<file path="src/hdl/smfm_pkg.sv">
// Package with constants and field widths for the split-mantissa float multiplier.
`timescale 1ns / 1ps
`default_nettype none
package smfm_pkg;
  localparam int unsigned WordW   = 32;
  localparam int unsigned ExpW    = 8;
  localparam int unsigned HiW     = 13;
  localparam int unsigned LoW     = 11;
  localparam int unsigned SumW    = 27;
  localparam int unsigned EpreW   = 10;
  localparam logic [EpreW-1:0] ExpOffset = 10'd129;
  localparam logic [SumW-1:0]  RoundAdd  = 27'd2;
  localparam logic [ExpW-1:0]  ExpMax    = 8'd255;
  localparam logic [1:0] TopUnder = 2'b01;
  localparam logic [1:0] TopOver  = 2'b00;

  typedef struct packed {
    logic            zero;
    logic            sign;
    logic [EpreW-1:0] epre;
  } side_t;
endpackage
`default_nettype wire

</file>
<file path="src/hdl/smfm_mul_stage.sv">
// Registered partial-product stage: three narrow multiplies with side data.
`timescale 1ns / 1ps
`default_nettype none
module smfm_mul_stage (
  input  wire logic                     clk,
  input  wire logic                     rst_n,
  input  wire logic                     vld_in,
  input  wire logic [smfm_pkg::HiW-1:0] ha,
  input  wire logic [smfm_pkg::HiW-1:0] hb,
  input  wire logic [smfm_pkg::LoW-1:0] la,
  input  wire logic [smfm_pkg::LoW-1:0] lb,
  input  wire smfm_pkg::side_t          side_in,
  output logic                          vld_out,
  output logic [2*smfm_pkg::HiW-1:0]    hh_out,
  output logic [smfm_pkg::HiW+smfm_pkg::LoW-1:0] hl_out,
  output logic [smfm_pkg::HiW+smfm_pkg::LoW-1:0] lh_out,
  output smfm_pkg::side_t               side_out
);
  import smfm_pkg::*;
  logic vld_r;
  always_ff @(posedge clk) begin
    if (!rst_n) begin
      vld_r <= 1'b0;
    end else begin
      vld_r <= vld_in;
    end
  end
  always_ff @(posedge clk) begin
    hh_out   <= ha * hb;
    hl_out   <= ha * lb;
    lh_out   <= la * hb;
    side_out <= side_in;
  end
  assign vld_out = vld_r;
endmodule
`default_nettype wire

</file>
<file path="src/hdl/split_mantissa_float_multiplier_unit.sv">
// Top level of the split-mantissa single-precision float multiplier.
// A start beat passes the operand-decode, multiply and output registers before its out_valid strobe.
// Throughput: one beat per cycle; busy is always low.
// Stages: operand decode, partial-product multiply, sum, normalise and pack.
// Reset: rst_n is synchronous and clears the valid bits of every stage.
`timescale 1ns / 1ps
`default_nettype none
module split_mantissa_float_multiplier_unit (
  input  wire logic                        clk,
  input  wire logic                        rst_n,
  input  wire logic                        start,
  output logic                             busy,
  input  wire logic [smfm_pkg::WordW-1:0]  in_operand_a,
  input  wire logic [smfm_pkg::WordW-1:0]  in_operand_b,
  output logic                             out_valid,
  output logic [smfm_pkg::WordW-1:0]       out_product
);
  import smfm_pkg::*;

  logic                 s1_vld_r;
  logic [HiW-1:0]       ha_r, hb_r;
  logic [LoW-1:0]       la_r, lb_r;
  side_t                side1_r;
  logic [ExpW-1:0]      ea, eb;

  assign busy = 1'b0;
  assign ea = in_operand_a[30:23];
  assign eb = in_operand_b[30:23];

  always_ff @(posedge clk) begin
    if (!rst_n) begin
      s1_vld_r <= 1'b0;
    end else begin
      s1_vld_r <= start;
    end
  end
  always_ff @(posedge clk) begin
    ha_r <= {(ea != '0), in_operand_a[22:11]};
    hb_r <= {(eb != '0), in_operand_b[22:11]};
    la_r <= in_operand_a[10:0];
    lb_r <= in_operand_b[10:0];
    side1_r.zero <= (in_operand_a == '0) || (in_operand_b == '0);
    side1_r.sign <= in_operand_a[31] ^ in_operand_b[31];
    side1_r.epre <= {2'b00, ea} + {2'b00, eb} + ExpOffset;
  end

  logic                   s2_vld;
  logic [2*HiW-1:0]       hh;
  logic [HiW+LoW-1:0]     hl, lh;
  side_t                  side2;

  smfm_mul_stage u_mul (
    .clk(clk), .rst_n(rst_n), .vld_in(s1_vld_r),
    .ha(ha_r), .hb(hb_r), .la(la_r), .lb(lb_r), .side_in(side1_r),
    .vld_out(s2_vld), .hh_out(hh), .hl_out(hl), .lh_out(lh), .side_out(side2)
  );

  logic [SumW-1:0] sum_nxt;
  logic            carry;
  logic [1:0]      top;
  logic [22:0]     mant;
  logic [ExpW-1:0] exp_f;
  logic [EpreW-1:0] epre_inc;
  logic            vld_r;
  logic [WordW-1:0] prod_r;

  always_comb begin
    sum_nxt  = {1'b0, hh} + {{(SumW-HiW-LoW+LoW){1'b0}}, hl[HiW+LoW-1:LoW]}
             + {{(SumW-HiW-LoW+LoW){1'b0}}, lh[HiW+LoW-1:LoW]} + RoundAdd;
    carry    = sum_nxt[25];
    top      = side2.epre[8:7];
    mant     = carry ? sum_nxt[24:2] : sum_nxt[23:1];
    epre_inc = side2.epre + 10'd1;
    if (top == TopUnder) begin
      exp_f = '0;
    end else if (top == TopOver) begin
      exp_f = ExpMax;
    end else if (carry) begin
      exp_f = epre_inc[ExpW-1:0];
    end else begin
      exp_f = side2.epre[ExpW-1:0];
    end
  end

  always_ff @(posedge clk) begin
    if (!rst_n) begin
      vld_r <= 1'b0;
    end else begin
      vld_r <= s2_vld;
    end
  end
  always_ff @(posedge clk) begin
    prod_r <= side2.zero ? '0 : {side2.sign, exp_f, mant};
  end

  assign out_valid   = vld_r;
  assign out_product = prod_r;
endmodule
`default_nettype wire

</file>
<file path="config.mk">
export PLATFORM = sky130hd
export DESIGN_NAME = split_mantissa_float_multiplier_unit
export DESIGN_NICKNAME = d
export VERILOG_FILES = /design/src/hdl/smfm_pkg.sv /design/src/hdl/smfm_mul_stage.sv /design/src/hdl/split_mantissa_float_multiplier_unit.sv
export SDC_FILE = /design/constraint.sdc
export NUM_CORES = 1
export LEC_CHECK = 0
export ABC_AREA = 1
export ABC_CLOCK_PERIOD_IN_PS = 6730
export BUFFER_PORTS_ARGS = -buffer_cell sky130_fd_sc_hd__buf_2
export CORE_MARGIN = 2
export CORE_UTILIZATION = 60
export DETAILED_ROUTE_END_ITERATION = 10
export GPL_TIMING_DRIVEN = 0
export MAX_ROUTING_LAYER = met4
export PLACE_DENSITY_LB_ADDON = 0.05
export SLEW_MARGIN = 40
export SYNTH_ARGS = -nofsm -noshare
export SYNTH_HDL_FRONTEND = slang
export SYNTH_SLANG_ARGS = --single-unit
export TNS_END_PERCENT = 50
</file>
<file path="constraint.sdc">
create_clock -name clk -period 6.73 [get_ports clk]
set_clock_uncertainty 0.1 [all_clocks]
set_input_delay 0.673 -clock clk [delete_from_list [all_inputs] [get_ports clk]]
set_output_delay 0.673 -clock clk [all_outputs]
set_load 0.005 [all_outputs]
</file>
Word-level counts from Yosys, hierarchy flattened:

Cells that the tools add are included.

* memories kept: 0
* word-level logic and storage cells: 39
* bits in read-only memories: 0
* bits in writable memories: 0
* bits in latches: 0
* bits of input ports: 67
* flip-flop bits (word level): 179
* output and inout port bits: 34

* $add $sub $neg: 6
* mux-type cells: 3
* shift-type cells: 0
* divide/modulo/power cells: 0
* reductions and logical operators: 7
* bitwise gates (word level): 1
* eq/ne operators: 1
* $lt $le $gt $ge: 0
* multipliers: 3

Operators with widths (number)
* logical NOT 32 bit: 2
* adder 26 x 13 -> 26 bit: 2
* adder 26 x 2 -> 26 bit, second input constant: 1
* multiplier 13 x 13 -> 26 bit: 1
* multiplier 11 x 13 -> 24 bit: 1
* multiplier 13 x 11 -> 24 bit: 1
* two-way mux 23 bit: 1
* two-way mux 8 bit: 2
* nonzero test 8 bit: 2
* adder 8 x 8 -> 9 bit: 1
* adder 9 x 8 -> 9 bit, second input constant: 1
* adder 8 x 1 -> 8 bit, second input constant: 1
* equality test 2 x 1 -> 1 bit, second input constant: 1
* logical NOT 2 bit: 1
* OR reduction 2 bit: 1
* logical OR 1 bit: 1
* bitwise XOR 1 bit: 1

Logic depth before layout (Yosys ltp):

Gate-level depths: netlist of run 1.

* depth after elaboration: 5
* depth in mapped cells: 22
* mapped depth without buffers: 21

Cells and area by module:

From an unflattened synthesis of run 1, not the netlist that was laid out.

* cells, all modules: 3108
* area total of the unflattened synthesis: 22992.1 um2

Modules (own cells, without submodules)
* smfm_mul_stage: sequential area each 1741.7 um2, area an instance 18277.5 um2, cells an instance 2524, times used 1
* split_mantissa_float_multiplier_unit: sequential area each 1881.8 um2, area an instance 4714.5 um2, cells an instance 584, times used 1

Least setup slack after synthesis of run 1:

OpenSTA, ideal clock, no wires.

* path type: reg2reg
* start point: reg ha_r[12]
* end point: reg u_mul.hh_out[25] (netlist name)
* path slack: 1.977 ns
* arrival time: 4.541 ns
* path buffers: 1
* stages on the path, launching flop included: 19
* required time: 6.518 ns
* library setup time: 0.112 ns
* period minus slack after synthesis: 4.753 ns
* cells stage by stage: dfxtp_1 clkbuf_1 nand2_1 fa_1 inv_1 fa_1 inv_1 fa_1 fa_1 fa_1 inv_1 ha_1 nand2_1 nor2_1 nand4_1 o21ai_0 nand3_1 nand3b_1 nand2_1

* word-level cells in the longest chain between the ends: 1

RTL lines
* start: declaration: line split_mantissa_float_multiplier_unit.sv:21 `logic [HiW-1:0] ha_r, hb_r;`
* start signal: assignment: line split_mantissa_float_multiplier_unit.sv:38 `ha_r <= {(ea != '0), in_operand_a[22:11]};`
* multiplier 13 x 13 -> 26 bit: line smfm_mul_stage.sv:29 `hh_out <= ha * hb;`
* end signal: assignment: line smfm_mul_stage.sv:29
* end: declaration: line smfm_mul_stage.sv:14 `output logic [2*smfm_pkg::HiW-1:0] hh_out,`

Every way passes these cells.
A chain may end at the register's enable or synchronous reset.

Final worst setup path of run 1:

* start point: reg ha_r[3]
* end point: reg u_mul.hl_out[13] (netlist name)

* word-level cells in the longest chain between the ends: 1

RTL lines
* multiplier 13 x 11 -> 24 bit: line smfm_mul_stage.sv:30 `hl_out <= ha * lb;`
* end signal: assignment: line smfm_mul_stage.sv:30
* end: declaration: line smfm_mul_stage.sv:15 `output logic [smfm_pkg::HiW+smfm_pkg::LoW-1:0] hl_out,`

Every way passes these cells.

==> results.txt, run 1 <==
----------------------------------------------------
[Detailed routing]
  Remaining DRCs ... 0
  Average wire per standard cell ... approximately 18 um
  First-pass iteration count of the detailed router ... 5
  Average via count per standard cell ... around 5.4
  Residual antenna-violating net count after detailed routing ... 0
  Detailed router's first-iteration violation count ... ~1,300
  Number of vias in the routed layout ... 18,140
  Sum of routed wire length over all layers ... roughly 60,000 um

[Floorplanning]
  Area enclosed by the die boundary ... roughly 37,000 sq um
  Top Ports ... a little over 100
  Cell row count ... a little under 70
  Initial Utilization ... 0.6109
  Height of the die ... 192.0 um
  Core footprint ... ~35,000 sq um
  Die Wd ... 192.0 um

[Synthesis]
  Number of register bits inferred by synthesis ... 157
  Adder and majority cell fraction of the synthesized area ... 0.4398
  Most frequently used flop master after synthesis ... sky130_fd_sc_hd__dfxtp_1
  Top cells by instance count after synthesis ... sky130_fd_sc_hd__nand2_1 (742), sky130_fd_sc_hd__inv_1 (723), sky130_fd_sc_hd__fa_1 (329), sky130_fd_sc_hd__ha_1 (219), sky130_fd_sc_hd__dfxtp_1 (157)
  Post-Synthesis Cells ... ~2,800
  Post-synthesis xor/xnor area fraction ... 0.02767
  Count of different cell masters after synthesis ... ~40
  Sequential area share after synthesis ... 0.1482
  Synth Area per Inst ... ~7.7 sq um
  Post-synthesis instance area ... 21,210 sq um
  Fraction of post-synthesis cell area in the top cell type by area ... 0.3106
  Dominant cell type by area after synthesis ... sky130_fd_sc_hd__fa_1
  Top-count cell post-synth ... sky130_fd_sc_hd__nand2_1
  Simple-gate area share of the yosys netlist ... 0.1951
  Count of flip-flops with a built-in enable after synthesis ... 0
  Multiplexer share of the synthesized area ... 0
  Main combinational cell family by area after synthesis ... adder cells
  Syn Nets ... between 3,000 and 4,000
  Synth Area in Compound Gates ... 0.04366
  Top area cells in the synthesized netlist ... sky130_fd_sc_hd__fa_1 (31%), sky130_fd_sc_hd__dfxtp_1 (15%), sky130_fd_sc_hd__nand2_1 (13%), sky130_fd_sc_hd__ha_1 (13%), sky130_fd_sc_hd__inv_1 (13%)
  Post-synth ARST share ... 0
  YS warnings ... 0

[Hold path]
  Hold endpoint ... u_mul.side_out[10]$_DFF_P_
  Path class of the lowest-slack min-delay path ... reg2reg
  Launch point of the worst hold path ... side1_r[10]$_DFF_P_
  Worst hold path cell count ... 0

[Timing]
  Setup violation total in the final timing report ... 0
  Total Negative Setup Slacks ... 0 ns
  Slew at the pin closest to its max-slew limit ... approximately 0.95 ns
  Relative slew slack ... 0.3684
  Part of the cycle the worst path needs ... 0.9067
  Unrepaired setup endpoints after global routing ... no
  Final hold violation count ... 0
  Highest clock frequency the design can meet ... between 150 and 200 MHz
  Number of max-slew violations in the final report ... 0
  Post-route minimum period ... between 6 and 7 ns

[Run status]
  Outcome ... completed

[Power and ir drop]
  Power density over cell area ... between 500 and 600 nW/um^2
  Max IR drop VDD ... around 0.83 mV
  Final Power ... ~13 mW
  Static Leak ... about 14 nW

[GRT]
  Global-route total usage across every layer ... 0.3677
  Global routing usage on met2 ... 0.6066
  Met3 GRT Util ... 0.07181
  GRT overflow ... 0
  Global routing's busiest layer ... met2
  Pin count of the biggest net entering global routing ... 18
  Met1 usage in global routing ... 0.4219
  Vias in the first global route ... between 15,000 and 20,000
  Global-route wire length before repair ... roughly 98,000 um
  Antenna violations before repair ... 2

[Clock tree]
  Number of buffers on the longest clock path ... 2
  Insertion delay of the later-clocked pin in the worst-skew pair ... 0.46 ns
  CTS buffer count ... 17
  Hold buffers post-CTS ... 0
  Count of buffers added by post-CTS timing repair for setup ... 0
  Number of sinks on the clock net ... between 150 and 200
  Post-CTS resize count ... 0
  Clock-pin slew of the registers on the worst-case setup and hold paths ... 0.07 ns
  CTS tree ... built
  Number of levels the H-tree was split into ... 4
  Clock tree root driver cell ... sky130_fd_sc_hd__clkbuf_16

[Final layout]
  Filler cell count ... between 3,000 and 4,000
  Net count, final ... 3,505
  Layout Utilization ... 0.6589
  Layout area overhead ... 7.859%
  Layout cells sized above 1 ... 0.05787

[Critical path]
  Required @ worst endpoint ... 6.92 ns
  Nature of the critical path endpoint ... register
  Startpoint type of the worst setup path ... register
  Dominant cell type by count on the critical path ... sky130_fd_sc_hd__fa_1
  Master of the slowest instance on the critical path ... sky130_fd_sc_hd__clkbuf_1
  Start-to-end type of the worst setup path ... reg2reg
  Worst Path Arrival ... around 6.3 ns
  Maximum single-stage delay on the critical path ... just over 0.7 ns
  Largest fanout of any net on the critical path ... 10
  Reg-to-Reg End ... u_mul.hl_out[13]$_DFF_P_
  Internal reg-to-reg setup slack ... around 0.63 ns
  Cell Chain, Critical Path ... clkbuf_1, nand2_1, inv_1, fa_1, fa_1, fa_1, fa_1, inv_1, fa_1, inv_1, ha_1, nand2_1, nor2_1, nand4_1, o21ai_1, xor2_1
  Reg-to-reg startpoint ... ha_r[3]$_DFF_P_
  Worst Reg2Reg Path Length in Cells ... 16

[Place]
  DP HPWL ... between 50,000 and 60,000 um
  Routability Congestion ... just under 1
  Number of I/O port buffers ... slightly below 100

[Flow run]
  Max-cap violations ... 0

----------------------------------------------------
-- cells in the final DEF (no fill, tap or decap), types with 46 or more instances in the layout --
cell                         n
sky130_fd_sc_hd__a21oi_1    87
sky130_fd_sc_hd__buf_2     101
sky130_fd_sc_hd__clkbuf_1   73
sky130_fd_sc_hd__dfxtp_1   157
sky130_fd_sc_hd__fa_1      329
sky130_fd_sc_hd__ha_1      219
sky130_fd_sc_hd__inv_1     723
sky130_fd_sc_hd__nand2_1   742
sky130_fd_sc_hd__nand3_1    67
sky130_fd_sc_hd__nor2_1    123
sky130_fd_sc_hd__o21ai_0    46
-- report_power, final --
group / internal [mW] / switching [mW]
clock: 0.503 / 0.467
sequential: 1.36 / 0.216
combinational: 3.67 / 6.46
-- registers in the layout (all words and copies together) (netlist names) --
signal / cells
u_mul.vld_out: 1
out_valid: 1
hb_r: 13
la_r: 11
u_mul.side_out: 11
out_product: 32
lb_r: 11
u_mul.hh_out: 26
u_mul.hl_out: 13
ha_r: 13
u_mul.lh_out: 13
side1_r: 11
s1_vld_r: 1
-- worst max-delay path, delay by kind of cell, from the launching register on --
family          cells  cell delay, ns
compound gates      1            0.29
xor+xnor            1            0.52
fa+ha+maj           6            2.93
buf+inv             4            0.96
flops               1            0.64
simple gates        4            0.49
-- stage by stage --
step           area (sq um)  std cells  hold slack, ns  setup slack [ns]
2_1_floorplan         21210       2771          0.2096             1.977
3_3_place_gp          22270       3325          0.2115            0.7192
3_5_place_dp          22280       3326          0.2121            0.7602
4_1_cts               22860       3358          0.2103            0.7192
5_1_grt               22870       3359          0.2173            0.4444
6_report              22870       3360          0.2261            0.6278
-- logic make-up (layout without fill, tap and decap cells) --
family | after synthesis | after routing
other | 1 | 3
DFF | 157 | 157
and+or+nand+nor | 1018 | 1018
adders and majority gates | 548 | 548
AOI/OAI and AO/OA | 169 | 169
buffers and inverters | 811 | 943
xor gates and xnor gates | 67 | 67
-- layer usage --
metal | routed length, um | vias to the layer above | part of all wire
met2 | 29210 | 763 | 0.47
met1 | 23500 | 8761 | 0.38
met5 | 0 | - | 0
met4 | 4053 | 0 | 0.066
li1 | - | 8382 | -
met3 | 4817 | 230 | 0.078
-- final cells by class --
class | count | area (sq um) | share of cell area
clock buffer | 18 | 439.2 | 0.01920
clock inverter | 14 | 140.1 | 0.006127
multi-input combinational | 1803 | 14990 | 0.6552
sequential | 157 | 3143 | 0.1374
tap | 455 | 569.3 | 0.02489
buffer | 84 | 355.3 | 0.01554
inverter | 727 | 2731 | 0.1194
antenna | 2 | 5.005 | 0.0002188
timing repair buffer | 100 | 503.0 | 0.02199
-- worst max-delay path by stage --
stage | start | endpoint | slack, ns | cells after the start
2_1_floorplan | ha_r[12]$_DFF_P_ | u_mul.hh_out[25]$_DFF_P_ | 1.98 | 18
3_3_place_gp | hb_r[4]$_DFF_P_ | u_mul.hh_out[25]$_DFF_P_ | 0.72 | 18
3_5_place_dp | hb_r[4]$_DFF_P_ | u_mul.hh_out[25]$_DFF_P_ | 0.76 | 18
4_1_cts | hb_r[4]$_DFF_P_ | u_mul.hh_out[25]$_DFF_P_ | 0.72 | 18
5_1_grt | hb_r[4]$_DFF_P_ | u_mul.hh_out[25]$_DFF_P_ | 0.44 | 18
6_report | ha_r[3]$_DFF_P_ | u_mul.hl_out[13]$_DFF_P_ | 0.63 | 16
Note: power is estimated with default switching activity, not from simulation.
==> run 2, diff against run 1 <==
--- a/config.mk
+++ b/config.mk
@@ -5,7 +5,6 @@
 export SDC_FILE = /design/constraint.sdc
 export NUM_CORES = 1
 export LEC_CHECK = 0
-export ABC_AREA = 1
 export ABC_CLOCK_PERIOD_IN_PS = 6730
 export BUFFER_PORTS_ARGS = -buffer_cell sky130_fd_sc_hd__buf_2
 export CORE_MARGIN = 2
@@ -13,7 +12,7 @@
 export DETAILED_ROUTE_END_ITERATION = 10
 export GPL_TIMING_DRIVEN = 0
 export MAX_ROUTING_LAYER = met4
-export PLACE_DENSITY_LB_ADDON = 0.05
+export PLACE_DENSITY = 0.85
 export SLEW_MARGIN = 40
 export SYNTH_ARGS = -nofsm -noshare
 export SYNTH_HDL_FRONTEND = slang
==> results.txt, run 2 <==
----------------------------------------------------
[Clock tree]
  Number of sinks on the clock net ... 157
  Number of levels the H-tree was split into ... 4
  Hold buffers post-CTS ... 0
  CTS buffer count ... 17
  Insertion delay of the later-clocked pin in the worst-skew pair ... between 0.4 and 0.5 ns
  Clock-pin slew of the registers on the worst-case setup and hold paths ... around 0.090 ns
  Number of buffers on the longest clock path ... 2
  Clock tree root driver cell ... sky130_fd_sc_hd__clkbuf_16
  CTS tree ... built

[Synthesis]
  Most frequently used flop master after synthesis ... sky130_fd_sc_hd__dfxtp_1
  Top-count cell post-synth ... sky130_fd_sc_hd__inv_1
  YS warnings ... 0
  Post-Synthesis Cells ... approximately 2,100
  Top area cells in the synthesized netlist ... sky130_fd_sc_hd__fa_1 (34%), sky130_fd_sc_hd__dfxtp_1 (16%), sky130_fd_sc_hd__ha_1 (14%), sky130_fd_sc_hd__inv_1 (7.9%), sky130_fd_sc_hd__and2_1 (6.7%)
  Top cells by instance count after synthesis ... sky130_fd_sc_hd__inv_1 (414), sky130_fd_sc_hd__fa_1 (329), sky130_fd_sc_hd__nand2_1 (303), sky130_fd_sc_hd__ha_1 (219), sky130_fd_sc_hd__and2_1 (210)
  Fraction of post-synthesis cell area in the top cell type by area ... 0.3367
  Syn Nets ... roughly 2,800
  Synth Area per Inst ... 9.115 sq um
  Post-synthesis instance area ... between 15,000 and 20,000 sq um
  Number of register bits inferred by synthesis ... 157
  Post-synth ARST share ... 0
  Sequential area share after synthesis ... 0.1607
  Count of different cell masters after synthesis ... 59
  Count of flip-flops with a built-in enable after synthesis ... 0
  Dominant cell type by area after synthesis ... sky130_fd_sc_hd__fa_1

[Critical path]
  Startpoint type of the worst setup path ... register
  Worst Path Arrival ... 6.87 ns
  Nature of the critical path endpoint ... register
  Start-to-end type of the worst setup path ... reg2reg
  Master of the slowest instance on the critical path ... sky130_fd_sc_hd__clkbuf_1
  Maximum single-stage delay on the critical path ... between 0.6 and 0.7 ns
  Dominant cell type by count on the critical path ... sky130_fd_sc_hd__fa_1
  Largest fanout of any net on the critical path ... 10
  CP Buf/Inv Count ... 3
  Required @ worst endpoint ... 6.94 ns
  Kind of cell adding the most delay to the critical path ... adder cells
  Cell Chain, Critical Path ... clkbuf_1, and2_1, fa_1, fa_1, fa_1, fa_1, inv_1, fa_1, inv_1, ha_1, nand4_1, o21ai_0, nand2_1, o311ai_0, a21oi_1, xnor2_1

[Hold path]
  Path class of the lowest-slack min-delay path ... in2reg

[Timing]
  Number of max-slew violations in the final report ... 0
  Final hold violation count ... 0
  Unrepaired setup endpoints after global routing ... yes
  Slew at the pin closest to its max-slew limit ... 0.8828 ns
  Part of the cycle the worst path needs ... 0.9901
  Relative slew slack ... 0.4115
  Setup violation total in the final timing report ... 0
  Post-route minimum period ... 6.664 ns
  Highest clock frequency the design can meet ... 150.1 MHz

[GRT]
  Antenna violations before repair ... 6
  Pin count of the biggest net entering global routing ... 17
  GRT overflow ... 0
  Global routing's busiest layer ... met2
  Global routing usage on met2 ... 0.5595
  Global-route total usage across every layer ... 0.3527
  Met1 usage in global routing ... 0.4315
  Global-route wire length before repair ... just under 90,000 um
  Met3 GRT Util ... 0.08911
  Vias in the first global route ... around 16,000

[Final layout]
  Layout area overhead ... 8.892%
  Layout cells sized above 1 ... 0.06986
  Layout Utilization ... 0.6597
  Final instance area ... 21,300 sq um
  Filler cell count ... approximately 2,600
  Sequential cell area in the final layout ... ~3100 sq um
  Net count, final ... between 2,000 and 3,000
  Flip-flop count of the largest register, all copies and words added ... 32
  Multi-input gate area ... 14,570 sq um
  Commonest non-fill, non-tap cell in the layout ... sky130_fd_sc_hd__inv_1
  Most used cells in the layout excluding fill and tap cells ... sky130_fd_sc_hd__inv_1 (414), sky130_fd_sc_hd__fa_1 (329), sky130_fd_sc_hd__nand2_1 (303), sky130_fd_sc_hd__ha_1 (219), sky130_fd_sc_hd__and2_1 (210)

[Place]
  Routability Congestion ... approximately 1.0
  DP HPWL ... between 40,000 and 50,000 um
  Instance area after placement ... a little over 20,000 sq um
  Number of I/O port buffers ... 99

[Detailed routing]
  Number of vias in the routed layout ... 15,200
  Remaining DRCs ... 0
  Residual antenna-violating net count after detailed routing ... 0
  Average wire per standard cell ... between 20 and 25 um
  Detailed router's first-iteration violation count ... 1,082
  First-pass iteration count of the detailed router ... 6
  Average via count per standard cell ... ~5.6
  Sum of routed wire length over all layers ... between 50,000 and 60,000 um

[Power and ir drop]
  Max IR drop VDD ... between 0.5 and 0.6 mV
  Net switching power ... roughly 5.8 mW
  Power share of the clock group ... 0.095
  Sequential fraction of design power ... 0.138
  Static Leak ... approximately 11 nW
  Switching share of total power ... 0.5151
  Part of the power in combinational logic ... 0.766
  Total internal power ... 5.419 mW
  Power density over cell area ... roughly 520 nW/um^2

[Floorplanning]
  Core footprint ... 32,290 sq um
  Height of the die ... between 150 and 200 um
  Die Wd ... 184.6 um
  Top Ports ... between 100 and 150
  Initial Utilization ... 0.6058
  Cell row count ... 66
  Area enclosed by the die boundary ... ~34,000 sq um

[Run status]
  Outcome ... completed

[Flow run]
  Max-cap violations ... 0

----------------------------------------------------
run 2: cell count changes after synthesis, moves of 20 or more:
cell                      before  now
sky130_fd_sc_hd__a21oi_1      87   65
sky130_fd_sc_hd__and2_1        1  210
sky130_fd_sc_hd__inv_1       723  414
sky130_fd_sc_hd__nand2_1     742  303
sky130_fd_sc_hd__nand3_1      67   19
sky130_fd_sc_hd__nor2_1      123   51
sky130_fd_sc_hd__o21ai_0      46   26
sky130_fd_sc_hd__xnor2_1      24   53
sky130_fd_sc_hd__xor2_1       43   21
run 2: area by class of cell:
type | instances | area share
inverters | 414 | 0.07296
plain buffers | 87 | 0.01645
diodes | 4 | 0.0004700
clock buffers | 17 | 0.01997
well taps | 442 | 0.02596
flip-flops and latches | 157 | 0.1476
clock inverters | 14 | 0.009340
repair buffers | 99 | 0.02326
multi-input cells | 1488 | 0.6840
run 2: what timing repair did:
| action | 4_1_cts | 5_1_grt |
|---|---|---|
| endpoints found under the setup margin | 0 | 4 |
| gates resized for setup | 0 | 9 |
| buffers inserted | 0 | 0 |
run 2: power groups by stage:
stage / sequential [mW] / combinational (mW) / clock [mW]
floorplan: 1.50 / 6.07 / 0
global placement: 1.56 / 7.84 / 0
detailed placement: 1.57 / 8.18 / 0
CTS: 1.55 / 8.34 / 1.07
global route: 1.58 / 9.55 / 1.11
finish: 1.55 / 8.57 / 1.06
run 2: cell families (layout without fill, tap and decap cells):
logic type	after synthesis	count (layout)	synth area share
adders and majority gates	548	548	0.4768
DFF	157	157	0.1607
and+or+nand+nor	675	675	0.1701
other	1	5	0.0001917
buffers and inverters	501	631	0.09704
muxes	3	3	0.001599
xor gates and xnor gates	74	74	0.03314
AOI/OAI and AO/OA	187	187	0.06045
run 2: final timing paths:
kind	start	to	slack [ns]	depth (start not counted)
min	in_operand_b[7]	lb_r[7]$_DFF_P_	0.23	1
max reg2reg	ha_r[5]$_DFF_P_	u_mul.hl_out[21]$_DFF_P_	0.07	16
max	ha_r[5]$_DFF_P_	u_mul.hl_out[21]$_DFF_P_	0.07	16
min reg2reg	side1_r[3]$_DFF_P_	u_mul.side_out[3]$_DFF_P_	0.23	0
run 2: per-stage QoR:
step / setup WS, ns / power, mW / TNS [ns] / cells / hold slack (ns)
after detailed placement: 0.1822 / 9.749 / 0 / 2687 / 0.2128
after CTS: 0.1517 / 10.95 / 0 / 2718 / 0.2130
after global routing: -0.06661 / 12.24 / -0.06661 / 2722 / 0.2261
after floorplan: 1.181 / 7.569 / 0 / 2146 / 0.2096
final: 0.06644 / 11.17 / 0 / 2722 / 0.2270
after global placement: 0.2560 / 9.396 / 0 / 2687 / 0.2128
run 2: layer usage:
layer	up-vias	share of wire	routed length, um
li1	6837	-	-
met1	7503	0.40	21990
met2	717	0.46	25340
met3	142	0.094	5176
met4	0	0.042	2330
met5	-	0	0
